===== src/rtl/spr_pkg.sv =====
`default_nettype none

package spr_pkg;

   localparam int MAX_ITERATIONS = 16;
   localparam int PIXEL_BITS     = 16;
   localparam int ITER_W         = 5;
   localparam int COORD_W        = 14;
   localparam int RES_W          = 32;
   localparam int OUT_FRAC_W     = 16;
   localparam int FRAC_W         = 32;
   // Each iteration adds two fractional bits to every pixel value.
   localparam int VAL_W          = PIXEL_BITS + 2 * MAX_ITERATIONS;
   // The offset sum stays below 2^FRAC_W in magnitude.
   localparam int OFF_W          = FRAC_W + 1;
   localparam int SHIFT_W        = $clog2(FRAC_W + 1);

   typedef logic [VAL_W-1:0] val_type;
   typedef logic signed [OFF_W-1:0] off_type;

   typedef enum logic [1:0] {
      QUAD_UL,
      QUAD_UR,
      QUAD_DR,
      QUAD_DL
   } quad_type;

   typedef struct packed {
      val_type                ul;
      val_type                u;
      val_type                ur;
      val_type                l;
      val_type                c;
      val_type                r;
      val_type                dl;
      val_type                d;
      val_type                dr;
      off_type                off_x;
      off_type                off_y;
      logic [COORD_W-1:0]     sx;
      logic [COORD_W-1:0]     sy;
   } win_type;

   typedef struct packed {
      win_type  w;
      val_type  q_ul;
      val_type  q_ur;
      val_type  q_dr;
      val_type  q_dl;
      quad_type quad;
   } quad_stage_type;

   // Weighted sum of a neighbor pair and a doubled pixel.
   function automatic val_type mix3(val_type a, val_type b, val_type twice);
      return a + b + {twice[VAL_W-2:0], 1'b0};
   endfunction

   // Diagonal step of one iteration in units of 2^-FRAC_W pixel.
   function automatic off_type step_of(logic [ITER_W-1:0] idx);
      logic [SHIFT_W-1:0] sh;
      sh = SHIFT_W'(FRAC_W - 1) - SHIFT_W'(idx);
      return off_type'(OFF_W'(1) << sh);
   endfunction

endpackage

`default_nettype wire


===== src/rtl/spr_quad.sv =====
`default_nettype none

// First half of one iteration: quadrant sums and the winning quadrant.
module spr_quad (
   input  wire logic                    clock,
   input  wire logic                    reset,
   input  wire logic                    in_valid,
   output logic                         in_ready,
   input  wire spr_pkg::win_type        in_data,
   output logic                         out_valid,
   input  wire logic                    out_ready,
   output spr_pkg::quad_stage_type      out_data
);

   logic                     valid_ff;
   logic                     valid_in;
   spr_pkg::quad_stage_type  data_ff;
   spr_pkg::quad_stage_type  data_in;
   logic                     load;
   spr_pkg::val_type         best;

   always_comb begin
      data_in.w    = in_data;
      data_in.q_ul = spr_pkg::mix3(in_data.l, in_data.u, in_data.c);
      data_in.q_ur = spr_pkg::mix3(in_data.u, in_data.r, in_data.c);
      data_in.q_dr = spr_pkg::mix3(in_data.r, in_data.d, in_data.c);
      data_in.q_dl = spr_pkg::mix3(in_data.d, in_data.l, in_data.c);
      // Strictly greater keeps the earlier quadrant on a tie.
      best         = data_in.q_ul;
      data_in.quad = spr_pkg::QUAD_UL;
      if (data_in.q_ur > best) begin
         best         = data_in.q_ur;
         data_in.quad = spr_pkg::QUAD_UR;
      end
      if (data_in.q_dr > best) begin
         best         = data_in.q_dr;
         data_in.quad = spr_pkg::QUAD_DR;
      end
      if (data_in.q_dl > best) begin
         data_in.quad = spr_pkg::QUAD_DL;
      end
   end

   assign in_ready  = !valid_ff || out_ready;
   assign load      = in_valid && in_ready;
   assign valid_in  = in_ready ? in_valid : valid_ff;
   assign out_valid = valid_ff;
   assign out_data  = data_ff;

   always_ff @(posedge clock) begin
      if (reset) begin
         valid_ff <= 1'b0;
      end else begin
         valid_ff <= valid_in;
      end
   end

   always_ff @(posedge clock) begin
      if (load) begin
         data_ff <= data_in;
      end
   end

endmodule

`default_nettype wire


===== config.mk =====
export PLATFORM = sky130hd
export DESIGN_NAME = spr_quad
export DESIGN_NICKNAME = d
export VERILOG_FILES = /design/src/rtl/spr_pkg.sv /design/src/rtl/spr_quad.sv
export SDC_FILE = /design/constraint.sdc
export NUM_CORES = 1
export LEC_CHECK = 0
export ABC_CLOCK_PERIOD_IN_PS = 39600
export BUFFER_PORTS_ARGS = -buffer_cell sky130_fd_sc_hd__buf_2
export CORE_AREA = 2 2 490 492
export DETAILED_ROUTE_END_ITERATION = 7
export DIE_AREA = 0 0 492 494
export PLACE_DENSITY = 0.34
export SLEW_MARGIN = 20
export SYNTH_ARGS = -nofsm -noshare
export SYNTH_HDL_FRONTEND = slang
export SYNTH_SLANG_ARGS = --single-unit
export TNS_END_PERCENT = 50

===== constraint.sdc =====
create_clock -name clock -period 39.6 [get_ports clock]
set_clock_uncertainty 0.15 [all_clocks]
set_input_delay 5.94 -clock clock [delete_from_list [all_inputs] [get_ports clock]]
set_output_delay 5.94 -clock clock [all_outputs]
set_load 0.02 [all_outputs]

==> impl_results.md <==
- Worst vdd ir: 0.0000667 V
- Cell taking the most area after synthesis: edfxtp_1
- Core area: 237000 um^2
- Ys flop type: edfxtp_1
- Leak: 22.1 nW
- Critical Path Max Stage Delay: 690 ps
- Clock sink total: about 720
- Critical Path RT: around 40000 ps
- M2 GR Usage: ~34%
- Final hold violations: 0
- Buf/Inv on CP: 4
- CTS Buf Count: 97
- Vias in the first global route: just over 30000
- Clk slew on worst S/H paths: about 60 ps
- Status: completed
- Remaining global-route overflow: 0
- Final Util: between 20 and 25%
- Placed cell count: 7268
- Share of synthesized registers carrying an async set or reset: 0%
- Worst setup path class: in2reg
- Startpoint Class: primary input
- Min Hold Slack: about 380 ps
- First-pass GRT wire length: between 200000 and 300000 um
- Fin. max-slew vios: 0
- Post-Synthesis Cells: approximately 2800
- Arrival time at the worst endpoint: 18960 ps
- Drt pass-1 iters: 7
- Die Ht: 494 um
- Largest net degree at the start of global routing: ~150
- CP Max Fanout: 55
- Iter 0 DRT Violations: just under 2000
- Max H-tree Level: 3
- Most used routing layer: met2
- M3 GR Usage: between 5 and 6%
- Initial antenna violation count: 114
- CP delay by family, top: compound AO/OA/AOI/OAI gates
- Min-delay worst type: reg2reg
- Layout cells sized above 1: 34.9%
- Final setup violation count: 0
- Detail Route Antenna Nets: 0
- Setup WS post-layout: between 20000 and 25000 ps
- GRT met1 Usage: slightly above 20%
- CTS tree: done
- Flops & latches, synth: 721
- Max Buffers Root-to-Sink: 3
- Syn avg cell area: 13.9 um^2
- Die W: between 400 and 500 um
- Standard-cell rows: between 150 and 200
- Final RePlAce weighted congestion: approximately 0.84
- Top cells by count, synth: edfxtp_1 (720), ha_1 (327), a21oi_1 (208)
- Pre-CTS WS: 19990 ps
- Rel. slew slack: a little over a quarter
- Final Non-Filler Cells: about 7500
- Clock Latency Late Sink: 700 ps
- Net count after synthesis: ~4000
- Total Routed Length: 232000 um
- Slew @ Worst Pin: 1090 ps
- CP most frequent cell: o21ai_0
- Min-delay src: out_valid
- Nets: between 5000 and 6000
- Power Dens Cells: 71.1 nW/um^2
- Resize count post-CTS: 0
- Post-CTS Setup Inserts: 0
- RR Startpoint: out_valid
- Die Area: 243000 um^2
- Setup TNS: 0 ps
- Number of port buffers: between 1000 and 1500
- CP endpoint kind: flip-flop
- # DRC: 0
- CP max-delay cell: buf_4
- RSZ-0062 raised after global routing: false
- DR vias: roughly 30000
- MaxCap Viol Count: 0
- Area of the mapped netlist: just under 40000 um^2
- EDFF count, synth: roughly 700
- Final period util: 47.1%
- Final min period: roughly 19000 ps
- P&R area growth vs syn: 34.8%
- CTS Hold Bufs: 0
- Io pins: 1252
- GRT Overall Usage: 18.4%
- Synth warn: 0
- CTS root buffer: clkbuf_16
- Post-synthesis sequential area ratio: 54.8%
- Cell with the most instances after synthesis: edfxtp_1
- Achievable Freq: 53.7 MHz
- Yosys cell types: 78
- Vias/cell: around 4.0
- Worst setup path start: in_data[286]
- Initial Util: roughly 17%
- Hpwl dp: 200000 um
- Top cells by area, synth: edfxtp_1 (55%), ha_1 (10%), fa_1 (9.5%)
- Avg WL per Cell: between 30 and 40 um
- Synth top area share: a little over half
==> state kept, by name, summed over array words and instances (netlist names) <==
name and count:
out_data 720, out_valid 1
==> placed cells by master, fill, tap and decap left out, types with 37 or more instances in the layout <==
cell	netlist	final
a21o_1	109	109
edfxtp_1	720	720
buf_2	1	1251
nand4_1	51	51
mux2i_1	65	65
nand2_1	123	123
clkbuf_16	0	97
ha_1	327	327
xor2_1	52	52
nand2b_1	46	46
a21oi_1	208	208
nor2b_1	47	47
nor2_1	117	117
fa_1	188	188
inv_1	102	102
buf_4	0	44
xnor2_1	124	123
o21ai_0	157	157
nand3_1	37	37
==> power breakdown <==
part / total, mW / switching (mW) / internal [mW]
combinational: 1.88 / 1.20 / 0.672
clock: 0.924 / 0.399 / 0.526
sequential: 0.985 / 0.0235 / 0.962
total: 3.79 / 1.63 / 2.16
==> metal layers <==
metal,wire length (um),vias to the layer above
met5,322,-
met4,6210,56
met3,16000,223
met2,123000,1107
met1,86800,15300
li1,-,13500
==> worst min-delay path, cell delays in order (launching register included) <==
cell      delay [ps]
dfxtp_1          310
nand2b_1         100
a21oi_1           70
==> final cells by class <==
cell class	instances	area, um^2
fill	25600	184000
sequential	721	21600
multi-input combinational	1982	17300
timing repair buffer	1296	6610
tap	3167	3960
clock buffer	106	2460
clock inverter	74	815
inverter	102	383
antenna	27	67.6
==> cells by family after synthesis <==
family                   synth area share [%]
XOR/XNOR                                 3.96
buffers and inverters                    1.45
AND/OR/NAND/NOR                          6.96
flip-flops                               54.8
AO/OA/AOI/OAI                            10.8
adder cells (fa/ha/maj)                  20.0
multiplexers                             2.09
==> stage by stage <==
step	instance area, um^2	total power [mW]
after floorplan	39500	2.19
after global placement	49900	2.92
after detailed placement	49900	2.91
after CTS	53200	3.87
after global routing	53200	4.05
final	53300	3.79
==> final timing paths <==
check                                     end  slack, ps  depth (start not counted)
worst min register to register      out_valid        380                          2
worst max-delay path              out_data[0]      20960                         51
worst max register to register  out_data[590]      35340                          5
worst min-delay path                out_valid        380                          2
Power figures use the tool's default switching activity.
