**config.mk**
```make
export PLATFORM = sky130hd
export DESIGN_NAME = spr_interp
export DESIGN_NICKNAME = d
export VERILOG_FILES = /design/src/rtl/spr_pkg.sv /design/src/rtl/spr_interp.sv
export SDC_FILE = /design/constraint.sdc
export NUM_CORES = 2
export LEC_CHECK = 0
export BUFFER_PORTS_ARGS = -buffer_cell sky130_fd_sc_hd__buf_2
export CAP_MARGIN = 20
export CORE_AREA = 3 3 491 493
export CTS_BUF_LIST = sky130_fd_sc_hd__clkbuf_8
export CTS_CLUSTER_SIZE = 16
export DETAILED_ROUTE_END_ITERATION = 8
export DIE_AREA = 0 0 494 496
export MAX_ROUTING_LAYER = met4
export PLACE_DENSITY = 0.69
export SLEW_MARGIN = 10
export SYNTH_ARGS = -nofsm -noshare
export SYNTH_HDL_FRONTEND = slang
export SYNTH_SLANG_ARGS = --single-unit
```
**constraint.sdc**
```tcl
create_clock -name clock -period 50.4 [get_ports clock]
set_clock_uncertainty 0.2 [all_clocks]
set_input_delay 10.08 -clock clock [delete_from_list [all_inputs] [get_ports clock]]
set_output_delay 10.08 -clock clock [all_outputs]
set_load 0.02 [all_outputs]
```
**src/rtl/spr_pkg.sv**
```systemverilog
`default_nettype none

package spr_pkg;

   localparam int MAX_ITERATIONS = 16;
   localparam int PIXEL_BITS     = 16;
   localparam int ITER_W         = 5;
   localparam int COORD_W        = 14;
   localparam int RES_W          = 32;
   localparam int OUT_FRAC_W     = 16;
   localparam int FRAC_W         = 32;
   // Each iteration adds two fractional bits to every pixel value.
   localparam int VAL_W          = PIXEL_BITS + 2 * MAX_ITERATIONS;
   // The offset sum stays below 2^FRAC_W in magnitude.
   localparam int OFF_W          = FRAC_W + 1;
   localparam int SHIFT_W        = $clog2(FRAC_W + 1);

   typedef logic [VAL_W-1:0] val_type;
   typedef logic signed [OFF_W-1:0] off_type;

   typedef enum logic [1:0] {
      QUAD_UL,
      QUAD_UR,
      QUAD_DR,
      QUAD_DL
   } quad_type;

   typedef struct packed {
      val_type                ul;
      val_type                u;
      val_type                ur;
      val_type                l;
      val_type                c;
      val_type                r;
      val_type                dl;
      val_type                d;
      val_type                dr;
      off_type                off_x;
      off_type                off_y;
      logic [COORD_W-1:0]     sx;
      logic [COORD_W-1:0]     sy;
   } win_type;

   typedef struct packed {
      win_type  w;
      val_type  q_ul;
      val_type  q_ur;
      val_type  q_dr;
      val_type  q_dl;
      quad_type quad;
   } quad_stage_type;

   // Weighted sum of a neighbor pair and a doubled pixel.
   function automatic val_type mix3(val_type a, val_type b, val_type twice);
      return a + b + {twice[VAL_W-2:0], 1'b0};
   endfunction

   // Diagonal step of one iteration in units of 2^-FRAC_W pixel.
   function automatic off_type step_of(logic [ITER_W-1:0] idx);
      logic [SHIFT_W-1:0] sh;
      sh = SHIFT_W'(FRAC_W - 1) - SHIFT_W'(idx);
      return off_type'(OFF_W'(1) << sh);
   endfunction

endpackage

`default_nettype wire

```
**src/rtl/spr_interp.sv**
```systemverilog
`default_nettype none

// Second half of one iteration: move the position and re-interpolate the
// eight neighbors around the winning quadrant; inactive slots pass it as is.
module spr_interp (
   input  wire logic                           clock,
   input  wire logic                           reset,
   input  wire logic [spr_pkg::ITER_W-1:0]     stage_idx,
   input  wire logic [spr_pkg::ITER_W-1:0]     iterations,
   input  wire logic                           in_valid,
   output logic                                in_ready,
   input  wire spr_pkg::quad_stage_type        in_data,
   output logic                                out_valid,
   input  wire logic                           out_ready,
   output spr_pkg::win_type                    out_data
);

   logic              valid_ff;
   logic              valid_in;
   spr_pkg::win_type  data_ff;
   spr_pkg::win_type  data_in;
   spr_pkg::win_type  w;
   spr_pkg::win_type  nw;
   spr_pkg::off_type  step;
   spr_pkg::val_type  corner;
   logic              load;
   logic              active;

   // Stage indexes stay below MAX_ITERATIONS, so this also clamps the count.
   assign active = stage_idx < iterations;
   assign step   = spr_pkg::step_of(stage_idx);

   always_comb begin
      w      = in_data.w;
      nw     = w;
      corner = (spr_pkg::val_type'(0));
      nw.c   = in_data.q_ul;
      unique case (in_data.quad)
         spr_pkg::QUAD_UL: begin
            nw.c     = in_data.q_ul;
            corner   = spr_pkg::mix3(w.l, w.u, w.ul);
            nw.ul    = corner;
            nw.ur    = spr_pkg::mix3(w.c, w.ur, w.u);
            nw.dr    = in_data.q_dr;
            nw.dl    = spr_pkg::mix3(w.dl, w.c, w.l);
            nw.l     = spr_pkg::mix3(corner >> 2, w.c, w.l);
            nw.u     = spr_pkg::mix3(corner >> 2, w.c, w.u);
            nw.r     = in_data.q_ur;
            nw.d     = in_data.q_dl;
            nw.off_x = w.off_x - step;
            nw.off_y = w.off_y - step;
         end
         spr_pkg::QUAD_UR: begin
            nw.c     = in_data.q_ur;
            corner   = spr_pkg::mix3(w.r, w.u, w.ur);
            nw.ul    = spr_pkg::mix3(w.ul, w.c, w.u);
            nw.ur    = corner;
            nw.dr    = spr_pkg::mix3(w.dr, w.c, w.r);
            nw.dl    = in_data.q_dl;
            nw.l     = in_data.q_ul;
            nw.u     = spr_pkg::mix3(corner >> 2, w.c, w.u);
            nw.r     = spr_pkg::mix3(corner >> 2, w.c, w.r);
            nw.d     = in_data.q_dr;
            nw.off_x = w.off_x + step;
            nw.off_y = w.off_y - step;
         end
         spr_pkg::QUAD_DR: begin
            nw.c     = in_data.q_dr;
            corner   = spr_pkg::mix3(w.r, w.d, w.dr);
            nw.ul    = in_data.q_ul;
            nw.ur    = spr_pkg::mix3(w.ur, w.c, w.r);
            nw.dr    = corner;
            nw.dl    = spr_pkg::mix3(w.dl, w.c, w.d);
            nw.l     = in_data.q_dl;
            nw.u     = in_data.q_ur;
            nw.r     = spr_pkg::mix3(corner >> 2, w.c, w.r);
            nw.d     = spr_pkg::mix3(corner >> 2, w.c, w.d);
            nw.off_x = w.off_x + step;
            nw.off_y = w.off_y + step;
         end
         spr_pkg::QUAD_DL: begin
            nw.c     = in_data.q_dl;
            corner   = spr_pkg::mix3(w.l, w.d, w.dl);
            nw.ul    = spr_pkg::mix3(w.ul, w.c, w.l);
            nw.ur    = in_data.q_ur;
            nw.dr    = spr_pkg::mix3(w.c, w.dr, w.d);
            nw.dl    = corner;
            nw.l     = spr_pkg::mix3(corner >> 2, w.c, w.l);
            nw.u     = in_data.q_ul;
            nw.r     = in_data.q_dr;
            nw.d     = spr_pkg::mix3(corner >> 2, w.c, w.d);
            nw.off_x = w.off_x - step;
            nw.off_y = w.off_y + step;
         end
         default: begin
            nw = w;
         end
      endcase
      data_in = active ? nw : w;
   end

   assign in_ready  = !valid_ff || out_ready;
   assign load      = in_valid && in_ready;
   assign valid_in  = in_ready ? in_valid : valid_ff;
   assign out_valid = valid_ff;
   assign out_data  = data_ff;

   always_ff @(posedge clock) begin
      if (reset) begin
         valid_ff <= 1'b0;
      end else begin
         valid_ff <= valid_in;
      end
   end

   always_ff @(posedge clock) begin
      if (load) begin
         data_ff <= data_in;
      end
   end

`ifndef SYNTHESIS
   a_center_is_max: assert property (@(posedge clock) disable iff (reset)
      load && active |=> data_ff.c >= $past(in_data.q_ul) &&
                         data_ff.c >= $past(in_data.q_ur) &&
                         data_ff.c >= $past(in_data.q_dr) &&
                         data_ff.c >= $past(in_data.q_dl))
      else $error("new center is below one of the quadrant sums");

   a_step_size: assert property (@(posedge clock) disable iff (reset)
      load && active |=>
         (data_ff.off_x - $past(in_data.w.off_x)) == $past(step) ||
         (data_ff.off_x - $past(in_data.w.off_x)) == -$past(step))
      else $error("x offset moved by other than one diagonal step");

   a_bypass: assert property (@(posedge clock) disable iff (reset)
      load && !active |=> data_ff == $past(in_data.w))
      else $error("idle iteration stage altered the item");
`endif

endmodule

`default_nettype wire

```
==> flow_summary.toml <==
[clock_tree]
cts_hold_buf = 0
root_buffer = "clkbuf_8"
cts-buffers-inserted = 104
cts.sinks = 527
tritoncts = "yes"
post_cts_resized = 0
cts_buffer_depth = 3
clk_pin_slew_ps = 60
clk_latency_ps = 900
post-cts-setup-buffers = 0
h-tree-depth = 3

[critical_path]
reg2reg_from = "out_valid"
worst_path_max_delay_cell = "nand2b_1"
cp_num_buf_inv = 2
start_kind = "primary input"
rr_endpoint = "out_data[18]"
cp_common_cell = "buf_2"
path_class = "in2out"
r2r_slack_ps = 47030
max_stage_delay_ps = 240
crit_path_end_kind = "output port"
required_ps = 40120
crit_chain = "buf_2, nand2b_1, buf_2"
crit_family = "buffers and inverters"
crit_arrival_ps = 10630
rr_worst_depth = 4
cp_max_fo = 3

[timing]
slew_violations = 0
rsz0062_at_grt = "false"
worst_slew_pin_slew_ps = 1360
fmaxAchievable_ghz = 0.0478
hold_viol = 0
setup-violations-final = 0
slew_headroom_pct = 8.61
fin_crit_sh_pct = 41.5
period_minus_slack_ps = 20910
tns_ps = 0
setup_slack_ps = 29490

[drt]
vias = 107000
post_drt_wl_per_cell_um = 32.7
firstDrtPassIters = 8
routed_wl_um = 544000
antenna_left = 0
drt_iter0_markers = 14800
route.detailed.drc = 0
vias_per_cell = 6.41

[floorplan]
initial_core_util_pct = 39.3
dieArea_mm2 = 0.245
coreArea_mm2 = 0.237
dieWidth_um = 494
io_pins = 1262
die_y_um = 496
rows = 179

[synth]
synth_top_family_by_area = "compound AO/OA/AOI/OAI gates"
synth_mux_area_share_pct = 3.31
synth.avg_cell_area_um2 = 7.63
synth_top_area_share_pct = 16.9
synth.ff_latch_count = 527
yosysSeqAreaShare_pct = 17.0
synthAdderAreaFrac_pct = 18.8
synth_nets = 14200
synth-compound-area-share_pct = 29.7
async_reset_ff_share_pct = 0
yosys.cell_types.count = 108
yosysWarnings = 0
synthCells = 12200
syn-cell-area_mm2 = 0.0933
synthTopCellsByArea = "edfxtp_1 (17%), ha_1 (14%), nand2_1 (7.9%), a21oi_1 (6.6%), o21ai_0 (5.4%)"
synth_edf_count = 526
synth_xor_area_share_pct = 8.06
synth_simple_gate_area_share_pct = 19.4
synthFlopType = "edfxtp_1"
synth_largest_area_cell = "edfxtp_1"

[global_routing]
gr-total-overflow = 0
grt_max_degree = 142
antenna_found_initial = 242
grt_first_pass_wirelength_um = 733000
track_usage_pct = 43.3
grt_pass1_vias = 98100

[min_path]
hold_end = "out_valid"
hp-start = "out_valid"
min_path_cells = 2
hold_class = "reg2reg"

[layout]
register_area_mm2 = 0.0158
nFillCells = 24900
syn2layout_area_growth_pct = 12.8
post-route-util_pct = 44.3
multi_input_area_mm2 = 0.0740
finalNetCount = 15200
layout-drive-gt1-share_pct = 13.2

[outcome]
status = "finished clean"

[place]
place_ws_ps = 29490
place.gp.congestion = 1.06
dpl.hpwl_um = 451000
port_buffers = 1261

[power]
p_per_area_mw_per_mm2 = 53.4
leakage_nw = 47.3
max-vdd-ir-drop_mv = 0.0246

[flow_run]
cap_violations = 0
## worst register-to-register path, stage by stage, from the launching register on
cell and delay, ps:
dfxtp_1 320, nand2b_1 200, and2_4 540, buf_4 770, buf_4 860
## placed cells by master, fill, tap and decap left out, types with 31 or more instances in the layout
master,n
buf_4,104
or3_1,65
buf_2,1259
a211oi_1,179
o221ai_1,34
nand4_1,129
a21o_1,547
nor2b_1,144
nand2b_1,121
diode_2,185
a211o_1,47
o21a_1,152
and2_1,67
nor4_1,31
clkbuf_8,104
nand3_1,236
xor2_1,290
a221oi_1,47
a31oi_1,144
xnor2_1,569
o21ai_1,44
nor3_1,186
o21bai_1,184
mux4_2,52
o22ai_1,43
o31ai_1,113
ha_1,1066
edfxtp_1,526
o21ai_0,1012
mux2_2,31
fa_1,208
o211ai_1,120
mux2i_1,157
inv_1,432
and3_1,153
nand2_1,1964
nor2_1,784
a21oi_1,1221
## flip-flops by register name (all words and copies together), names as in the netlist
name / count
out_valid: 1
out_data: 526
## where the power goes
group	switching [mW]	leakage (nW)	internal, mW
Sequential	0.0345	5.13	0.606
Combinational	2.91	41.0	1.58
Clock	0.234	1.15	0.250
## logic make-up after synthesis
logic type                 Yosys count
DFF                                527
and+or+nand+nor                   4043
xor gates and xnor gates           859
AOI/OAI and AO/OA                 4342
adders and majority gates         1274
buffers and inverters              945
muxes                              240
## how the worst max path moves through the flow
stage / startpoint / end / slack, ps / depth (start not counted)
6_report: out_ready / in_ready / 29490 / 3
5_1_grt: out_ready / in_ready / 29480 / 3
4_1_cts: out_ready / in_ready / 29490 / 3
3_5_place_dp: out_ready / in_ready / 29490 / 3
3_3_place_gp: out_ready / in_ready / 29490 / 3
2_1_floorplan: out_ready / out_data[0] / 27000 / 2
## area by class of cell
type                       instances  area share, %
sequential                       527           15.0
tap                             3167           3.77
clock inverter                    85          0.655
antenna                          185          0.440
clock buffer                     104           1.36
multi-input combinational      10800           70.3
timing repair buffer            1376           6.93
inverter                         414           1.49
## layer usage
metal	GRT usage [%]	vias to the layer above	part of all wire [%]
met5	-	-	0
met4	22.6	0	5.9
met3	11.8	1074	13
met2	60.9	6815	41
met1	56.3	51300	40
li1	-	47300	-
## synthesized netlist by cell type, types with 179 or more instances
master    number
o21ai_0     1012
nor3_1       186
edfxtp_1     526
nand2_1     1970
ha_1        1066
xnor2_1      569
clkbuf_1     451
nor2_1       789
a211oi_1     179
a21o_1       548
nand3_1      236
xor2_1       290
fa_1         208
a21oi_1     1222
o21bai_1     184
inv_1        412
## through the flow
stage	instance area (µm²)	power (mW)	instances	hold slack, ps
floorplan	93300	3.61	12200	529
global placement	103000	4.98	16200	460
detailed placement	103000	4.96	16200	454
CTS	105000	5.47	16400	474
global route	105000	5.93	16600	506
finish	105000	5.62	16600	466
Power figures use the tool's default switching activity.
