$ cat src/rtl/spr_pkg.sv
`default_nettype none

package spr_pkg;

   localparam int MAX_ITERATIONS = 16;
   localparam int PIXEL_BITS     = 16;
   localparam int ITER_W         = 5;
   localparam int COORD_W        = 14;
   localparam int RES_W          = 32;
   localparam int OUT_FRAC_W     = 16;
   localparam int FRAC_W         = 32;
   // Each iteration adds two fractional bits to every pixel value.
   localparam int VAL_W          = PIXEL_BITS + 2 * MAX_ITERATIONS;
   // The offset sum stays below 2^FRAC_W in magnitude.
   localparam int OFF_W          = FRAC_W + 1;
   localparam int SHIFT_W        = $clog2(FRAC_W + 1);

   typedef logic [VAL_W-1:0] val_type;
   typedef logic signed [OFF_W-1:0] off_type;

   typedef enum logic [1:0] {
      QUAD_UL,
      QUAD_UR,
      QUAD_DR,
      QUAD_DL
   } quad_type;

   typedef struct packed {
      val_type                ul;
      val_type                u;
      val_type                ur;
      val_type                l;
      val_type                c;
      val_type                r;
      val_type                dl;
      val_type                d;
      val_type                dr;
      off_type                off_x;
      off_type                off_y;
      logic [COORD_W-1:0]     sx;
      logic [COORD_W-1:0]     sy;
   } win_type;

   typedef struct packed {
      win_type  w;
      val_type  q_ul;
      val_type  q_ur;
      val_type  q_dr;
      val_type  q_dl;
      quad_type quad;
   } quad_stage_type;

   // Weighted sum of a neighbor pair and a doubled pixel.
   function automatic val_type mix3(val_type a, val_type b, val_type twice);
      return a + b + {twice[VAL_W-2:0], 1'b0};
   endfunction

   // Diagonal step of one iteration in units of 2^-FRAC_W pixel.
   function automatic off_type step_of(logic [ITER_W-1:0] idx);
      logic [SHIFT_W-1:0] sh;
      sh = SHIFT_W'(FRAC_W - 1) - SHIFT_W'(idx);
      return off_type'(OFF_W'(1) << sh);
   endfunction

endpackage

`default_nettype wire

$ cat src/rtl/spr_rsp_if.sv
`default_nettype none

interface spr_rsp_if;
   logic                              valid;
   logic                              ready;
   logic signed [spr_pkg::RES_W-1:0]  refined_x;
   logic signed [spr_pkg::RES_W-1:0]  refined_y;

   modport source (
      output valid, refined_x, refined_y,
      input  ready
   );

   modport sink (
      input  valid, refined_x, refined_y,
      output ready
   );
endinterface

`default_nettype wire

$ cat src/rtl/spr_out.sv
`default_nettype none

// Output register: start position plus floored offset in 2^-16 pixel units.
module spr_out (
   input  wire logic               clock,
   input  wire logic               reset,
   input  wire logic               in_valid,
   output logic                    in_ready,
   input  wire spr_pkg::win_type   in_data,
   spr_rsp_if.source               rsp
);

   logic                               valid_ff;
   logic                               valid_in;
   logic signed [spr_pkg::RES_W-1:0]   x_ff;
   logic signed [spr_pkg::RES_W-1:0]   x_in;
   logic signed [spr_pkg::RES_W-1:0]   y_ff;
   logic signed [spr_pkg::RES_W-1:0]   y_in;
   logic                               load;

   // The arithmetic shift floors toward minus infinity.
   assign x_in = spr_pkg::RES_W'({in_data.sx, {spr_pkg::OUT_FRAC_W{1'b0}}})
               + spr_pkg::RES_W'(in_data.off_x >>> spr_pkg::OUT_FRAC_W);
   assign y_in = spr_pkg::RES_W'({in_data.sy, {spr_pkg::OUT_FRAC_W{1'b0}}})
               + spr_pkg::RES_W'(in_data.off_y >>> spr_pkg::OUT_FRAC_W);

   assign in_ready      = !valid_ff || rsp.ready;
   assign load          = in_valid && in_ready;
   assign valid_in      = in_ready ? in_valid : valid_ff;
   assign rsp.valid     = valid_ff;
   assign rsp.refined_x = x_ff;
   assign rsp.refined_y = y_ff;

   always_ff @(posedge clock) begin
      if (reset) begin
         valid_ff <= 1'b0;
      end else begin
         valid_ff <= valid_in;
      end
   end

   always_ff @(posedge clock) begin
      if (load) begin
         x_ff <= x_in;
         y_ff <= y_in;
      end
   end

endmodule

`default_nettype wire

$ cat src/flat_wrapper.sv
// flat-port wrapper written by rule: the top's interface ports become plain ports
module spr_out_flat 
  (clock, reset, in_valid, in_ready, in_data, rsp_valid, rsp_refined_x, rsp_refined_y, rsp_ready);
  spr_rsp_if rsp_i ();
  input  wire logic clock;
  input  wire logic reset;
  input  wire logic in_valid;
  output logic in_ready;
  input  wire spr_pkg::win_type in_data;
  output wire logic [$bits(rsp_i.valid)-1:0] rsp_valid;
  output wire logic [$bits(rsp_i.refined_x)-1:0] rsp_refined_x;
  output wire logic [$bits(rsp_i.refined_y)-1:0] rsp_refined_y;
  input wire logic [$bits(rsp_i.ready)-1:0] rsp_ready;
  assign rsp_valid = rsp_i.valid;
  assign rsp_refined_x = rsp_i.refined_x;
  assign rsp_refined_y = rsp_i.refined_y;
  assign rsp_i.ready = rsp_ready;
  spr_out u_core (.clock(clock), .reset(reset), .in_valid(in_valid), .in_ready(in_ready), .in_data(in_data), .rsp(rsp_i));
endmodule
$ cat config.mk
export PLATFORM = sky130hd
export DESIGN_NAME = spr_out_flat
export DESIGN_NICKNAME = d
export VERILOG_FILES = /design/src/rtl/spr_pkg.sv /design/src/rtl/spr_rsp_if.sv /design/src/rtl/spr_out.sv /design/src/flat_wrapper.sv
export SDC_FILE = /design/constraint.sdc
export NUM_CORES = 1
export LEC_CHECK = 0
export ABC_AREA = 1
export BUFFER_PORTS_ARGS = -buffer_cell sky130_fd_sc_hd__buf_2
export CAP_MARGIN = 10
export CORE_AREA = 8 8 227 229
export CTS_CLUSTER_DIAMETER = 30
export DETAILED_ROUTE_END_ITERATION = 10
export DIE_AREA = 0 0 235 237
export GPL_TIMING_DRIVEN = 0
export PLACE_DENSITY = 0.38
export SLEW_MARGIN = 20
export SYNTH_ARGS = -nofsm -noshare
export SYNTH_HDL_FRONTEND = slang
export SYNTH_SLANG_ARGS = --single-unit
$ cat constraint.sdc
create_clock -name clock -period 14.4 [get_ports clock]
set_input_delay 2.88 -clock clock [delete_from_list [all_inputs] [get_ports clock]]
set_output_delay 2.88 -clock clock [all_outputs]
set_load 0.01 [all_outputs]
==> reports/results.tsv, run 1 <==
stage	metric	value	unit
clocking	Clock Tree Buf Depth	2	
sta	Least-Margin Pin Slew	0.4491	ns
final_layout	commonest non-fill, non-tap cells in the layout	nand2_1 (156), buf_2 (131), inv_1 (82), edfxtp_1 (64), ha_1 (30)	
die	# IOs	596	
job	Max-Cap Viols	0	
critical_path	endpoint class of the critical path	output pin	
sta	final setup TNS	0	ns
die	die width	235	µm
yosys	synth unique cells	20	
clocking	clock latency on the worst-skew pair	0.34	ns
global_routing	GR Overflow Total	0	
critical_path	R2R Setup Slk	12.60	ns
placement	Port Buf Inserts	131	
sta	Worst slew margin	69.99	%
final_layout	fraction of layout cells with a size suffix above 1	29.27	%
yosys	Mapped Nets	985	
global_routing	first-pass GRT wire length	20470	µm
yosys	Post-Syn Area	3781	µm²
placement	gpl congestion	0.6989	
detailed_routing	Routed WL	14230	µm
clocking	cts bufs inserted	9	
detailed_routing	routed vias/inst	2.591	
clocking	root buf cell	clkbuf_16	
yosys	Seq/Total Area, Yosys	51.36	%
worst_hold_path	HP Class	reg -> reg	
yosys	Yosys Warn Count	0	
critical_path	critical path class	in -> out	
die	full die area	55700	µm²
power_and_ir_drop	worst vdd ir	0.00004999	V
clocking	# clock sinks	65	
power_and_ir_drop	leak pwr	2.652	nW
die	Row Count	81	
yosys	top cells by area, synth	edfxtp_1 (51%), nand2_1 (15%), ha_1 (9.9%)	
clocking	H-tree lvl count	3	
critical_path	Startpoint Class	primary input	
clocking	buffer count from post-CTS setup fixing	0	
detailed_routing	Routed Antenna Nets	0	
status	outcome	complete, no violations	
global_routing	total track usage	5.078	%
final_layout	most common cell after layout, fill and taps aside	nand2_1	
yosys	top cell type by total area after synthesis	edfxtp_1	
sta	RSZ-0062 raised after global routing	no	
sta	Period minus WS final	6.174	ns
sta	fmax	162.0	MHz
placement	Detail Placement HPWL	12050	µm
yosys	Gate Count Post-Synth	423	
yosys	share of the synthesized area in the top cell type	50.83	%
clocking	CTS clk-pin slew, worst paths	0.06	ns
clocking	CTS tree	built	
critical_path	largest fanout on the critical path	2	
die	Core Area	48140	µm²
detailed_routing	drt wl/cell	11.89	µm
detailed_routing	router iterations before antenna repair	4	
clocking	# hold bufs at CTS	0	
sta	setup violators final	0	
yosys	flops & latches, synth	65	
critical_path	WP data arrival	3.29	ns
critical_path	Crit path required time	11.52	ns
sta	Clock Skews	0.004789	ns
sta	period utilisation layout	42.87	%
sta	tightest hold margin	0.5533	ns
clocking	post-cts sizing count	0	
global_routing	largest net degree at the start of global routing	20	
yosys	Post-Syn Area per Cell	8.939	µm²
global_routing	vias in the first global route	3260	
global_routing	initial antenna violation count	7	
die	Die H	237	µm
detailed_routing	initial DRC count	136	
sta	Final Hold Fails	0	
sta	Slew Viols, Final	0	
final_layout	Total Nets Final	1131	
detailed_routing	drt drc	0	
die	Starting Density	7.854	%
detailed_routing	Via Count	3101	
final_layout	Layout area overhead	49.64	%
power_and_ir_drop	Power Dens Cells	106.6	nW/µm²
==> path summary, 6_finish.rpt <==
kind | from | endpoint | cells after the start
setup / recovery | rsp_ready | in_ready | 4
hold / removal | u_core.rsp.valid | u_core.rsp.valid | 2
setup reg to reg | u_core.rsp.valid | u_core.rsp.refined_x[25] | 5
hold reg to reg | u_core.rsp.valid | u_core.rsp.valid | 2
==> stage by stage <==
stage                     instances  total power [mW]  utilization [%]  instance area (µm²)  setup slack [ns]
after floorplan                 423            0.3088                -                 3781             7.864
after global placement         1176            0.3658            10.83                 5215             5.536
after detailed placement       1180            0.3680            11.09                 5336             8.228
after CTS                      1196            0.6209            11.75                 5655             8.227
after global routing           1197            0.6426            11.75                 5658             8.182
final                          1197            0.6033            11.75                 5658             8.226
==> state kept, by name, summed over array words and instances (netlist names) <==
register              count
u_core.rsp.valid          1
u_core.rsp.refined_y     32
u_core.rsp.refined_x     32
==> worst max-delay path: stages <==
cell     delay (ns)
buf_2          0.09
inv_1          0.10
nand2_1        0.08
buf_2          0.14
==> logic make-up after synthesis <==
kind of cell,share of synthesized area [%]
AO/OA/AOI/OAI,2.317
XOR/XNOR,3.243
adder cells (fa/ha/maj),10.99
buffers and inverters,8.339
flip-flops,51.36
AND/OR/NAND/NOR,23.76
==> cells in the mapped netlist <==
library cell  count
nand2_1         156
inv_1            82
edfxtp_1         64
ha_1             30
nor2_1           18
nand3_1          17
a21oi_1          14
xor2_1           12
nand2_2           7
nor3_2            4
nand3b_1          3
a21oi_2           2
fa_1              2
inv_2             2
nand3_2           2
nand4_1           2
or2_1             2
xnor2_1           2
and2_4            1
dfxtp_1           1
==> power breakdown <==
part / internal [mW] / switching (mW)
clock: 0.153 / 0.0909
combinational: 0.0470 / 0.0781
sequential: 0.230 / 0.00448
total: 0.430 / 0.173
==> final cells by class <==
class                      count  area, µm²
clock inverter                 6      90.09
sequential                    65       1942
tap                          622      778.2
clock buffer                  10      229.0
timing repair buffer         135      765.7
antenna                        1      2.502
fill                        5505      42480
multi-input combinational    274       1535
inverter                      84      315.3
==> routing by layer <==
metal,part of all wire [%],up-vias,track usage (%)
met5,0.44,-,0
met4,2.7,10,2.844
met3,5.8,25,1.872
met2,48,72,8.292
met1,43,1364,5.688
li1,-,1630,-
Note: power is estimated with default switching activity, not from simulation.
==> run 2: changes to the inputs <==
- CORE_AREA: 8 8 227 229 -> 8 8 228 230
- DIE_AREA: 0 0 235 237 -> 0 0 236 238
- PLACE_DENSITY: 0.38 -> 0.37
- clock period: 14.4 -> 6.4 ns (I/O delays scaled with it)
==> run 2 against run 1 <==
Flip-flop and latch count stayed put; clock-buffer cell count stayed put; largest cell class unchanged; clock power grew 92%; highest routed layer unchanged; hold slack lost 0.012 ns; sequential power increased by 120%; critical endpoint unchanged; cell area down 1.3%.
==> reports/results.tsv, run 2 (synthesis results as in run 1) <==
stage	metric	value	unit
critical_path	reg2reg start	u_core.rsp.valid	
power_and_ir_drop	overall power	1.272	mW
critical_path	Worst setup startpoint	rsp_ready	
final_layout	most common cell after layout, fill and taps aside	nand2_1	
clocking	Clock Tree Buf Depth	2	
critical_path	largest fanout on the critical path	2	
die	Starting Density	7.822	%
sta	Worst slew margin	66.77	%
power_and_ir_drop	worst vdd ir	0.0001362	V
detailed_routing	Via Count	3134	
final_layout	final instance area	5585	µm²
detailed_routing	router iterations before antenna repair	4	
power_and_ir_drop	leak pwr	2.613	nW
die	die width	236	µm
global_routing	initial antenna violation count	6	
sta	RSZ-0062 raised after global routing	no	
final_layout	Layout area overhead	47.72	%
sta	tightest hold margin	0.5408	ns
critical_path	Crit path required time	5.12	ns
placement	gpl congestion	0.6996	
die	Die H	238	µm
detailed_routing	drt drc	0	
critical_path	FF-to-FF End	u_core.rsp.refined_y[3]	
placement	placement-stage cell area	5309	µm²
placement	Detail Placement HPWL	11880	µm
sta	Clock Skews	0.009816	ns
die	Core Area	48340	µm²
sta	Least-Margin Pin Slew	0.4974	ns
placement	Port Buf Inserts	131	
global_routing	vias in the first global route	3232	
clocking	clock latency on the worst-skew pair	0.34	ns
power_and_ir_drop	Power Dens Cells	227.8	nW/µm²
clocking	post-cts sizing count	0	
detailed_routing	initial DRC count	141	
detailed_routing	Routed Antenna Nets	0	
critical_path	R2R Setup Slk	4.89	ns
sta	fmax	335.7	MHz
clocking	cts bufs inserted	9	
final_layout	commonest non-fill, non-tap cells in the layout	nand2_1 (156), buf_2 (131), inv_1 (82), edfxtp_1 (64), ha_1 (30)	
clocking	buffer count from post-CTS setup fixing	0	
clocking	CTS tree	built	
detailed_routing	drt wl/cell	11.76	µm
status	outcome	complete, no violations	
critical_path	WP data arrival	1.70	ns
clocking	# hold bufs at CTS	0	
critical_path	Startpoint Class	primary input	
sta	Slew Viols, Final	0	
worst_hold_path	hold path endpoint	u_core.rsp.valid	
die	# IOs	596	
global_routing	total track usage	5.107	%
sta	period utilisation layout	46.55	%
detailed_routing	Routed WL	14080	µm
final_layout	fraction of layout cells with a size suffix above 1	29.32	%
job	Max-Cap Viols	0	
worst_hold_path	HP Class	reg -> reg	
clocking	CTS clk-pin slew, worst paths	0.06	ns
critical_path	critical path class	in -> out	
global_routing	first-pass GRT wire length	20640	µm
critical_path	Worst R2R Path Depth	3	
clocking	root buf cell	clkbuf_16	
clocking	# clock sinks	65	
sta	Final Hold Fails	0	
detailed_routing	routed vias/inst	2.618	
die	Row Count	81	
critical_path	endpoint class of the critical path	output pin	
sta	Period minus WS final	2.979	ns
die	full die area	56170	µm²
final_layout	Fillers	5507	
global_routing	GR Overflow Total	0	
worst_hold_path	WHS Path Cells	2	
clocking	H-tree lvl count	3	
final_layout	Total Nets Final	1130	
sta	setup violators final	0	
global_routing	largest net degree at the start of global routing	21	
worst_hold_path	min-delay src	u_core.rsp.valid	
-- run 2: layout make-up --
cell class | instances | area [µm²] | share of cell area, %
diodes | 2 | 5.005 | 0.08961
clock buffers | 10 | 229.0 | 4.099
clock inverters | 6 | 42.54 | 0.7616
inverters | 84 | 315.3 | 5.645
multi-input cells | 274 | 1535 | 27.49
flip-flops and latches | 65 | 1942 | 34.77
well taps | 622 | 778.2 | 13.93
repair buffers | 134 | 738.2 | 13.22
-- run 2: through the flow --
| step | worst slack, ns | utilization, % | TNS, ns | cells |
|---|---|---|---|---|
| after floorplan | 1.464 | - | 0 | 423 |
| after global placement | -0.7346 | 10.79 | -46.21 | 1176 |
| after detailed placement | 3.174 | 10.98 | 0 | 1179 |
| after CTS | 3.417 | 11.54 | 0 | 1195 |
| after global routing | 3.374 | 11.55 | 0 | 1197 |
| final | 3.421 | 11.55 | 0 | 1197 |
-- run 2: metal layers --
| layer | vias up | wire length, µm | part of all wire (%) | GRT usage, % |
|---|---|---|---|---|
| met5 | - | 49 | 0.35 | 0 |
| met4 | 8 | 276 | 2.0 | 2.411 |
| met3 | 21 | 981 | 7.0 | 2.388 |
| met2 | 64 | 7036 | 50 | 8.455 |
| met1 | 1400 | 5733 | 41 | 5.507 |
| li1 | 1641 | - | - | - |
-- run 2: worst max-delay path by stage --
stage | to | slack [ns] | cells after the start
CTS | in_ready | 3.42 | 4
detailed placement | u_core.rsp.refined_y[30] | 3.17 | 11
floorplan | u_core.rsp.refined_x[0] | 1.46 | 2
global placement | u_core.rsp.refined_x[25] | -0.73 | 3
finish | in_ready | 3.42 | 4
global route | in_ready | 3.37 | 4
-- run 2: worst max-delay path, stage by stage --
cell and delay [ns]:
buf_2 0.10, inv_1 0.10, nand2_1 0.08, buf_2 0.14
-- run 2: report_power, final --
part / switching [mW] / internal (mW)
combinational: 0.174 / 0.103
sequential: 0.00957 / 0.518
clock: 0.205 / 0.263
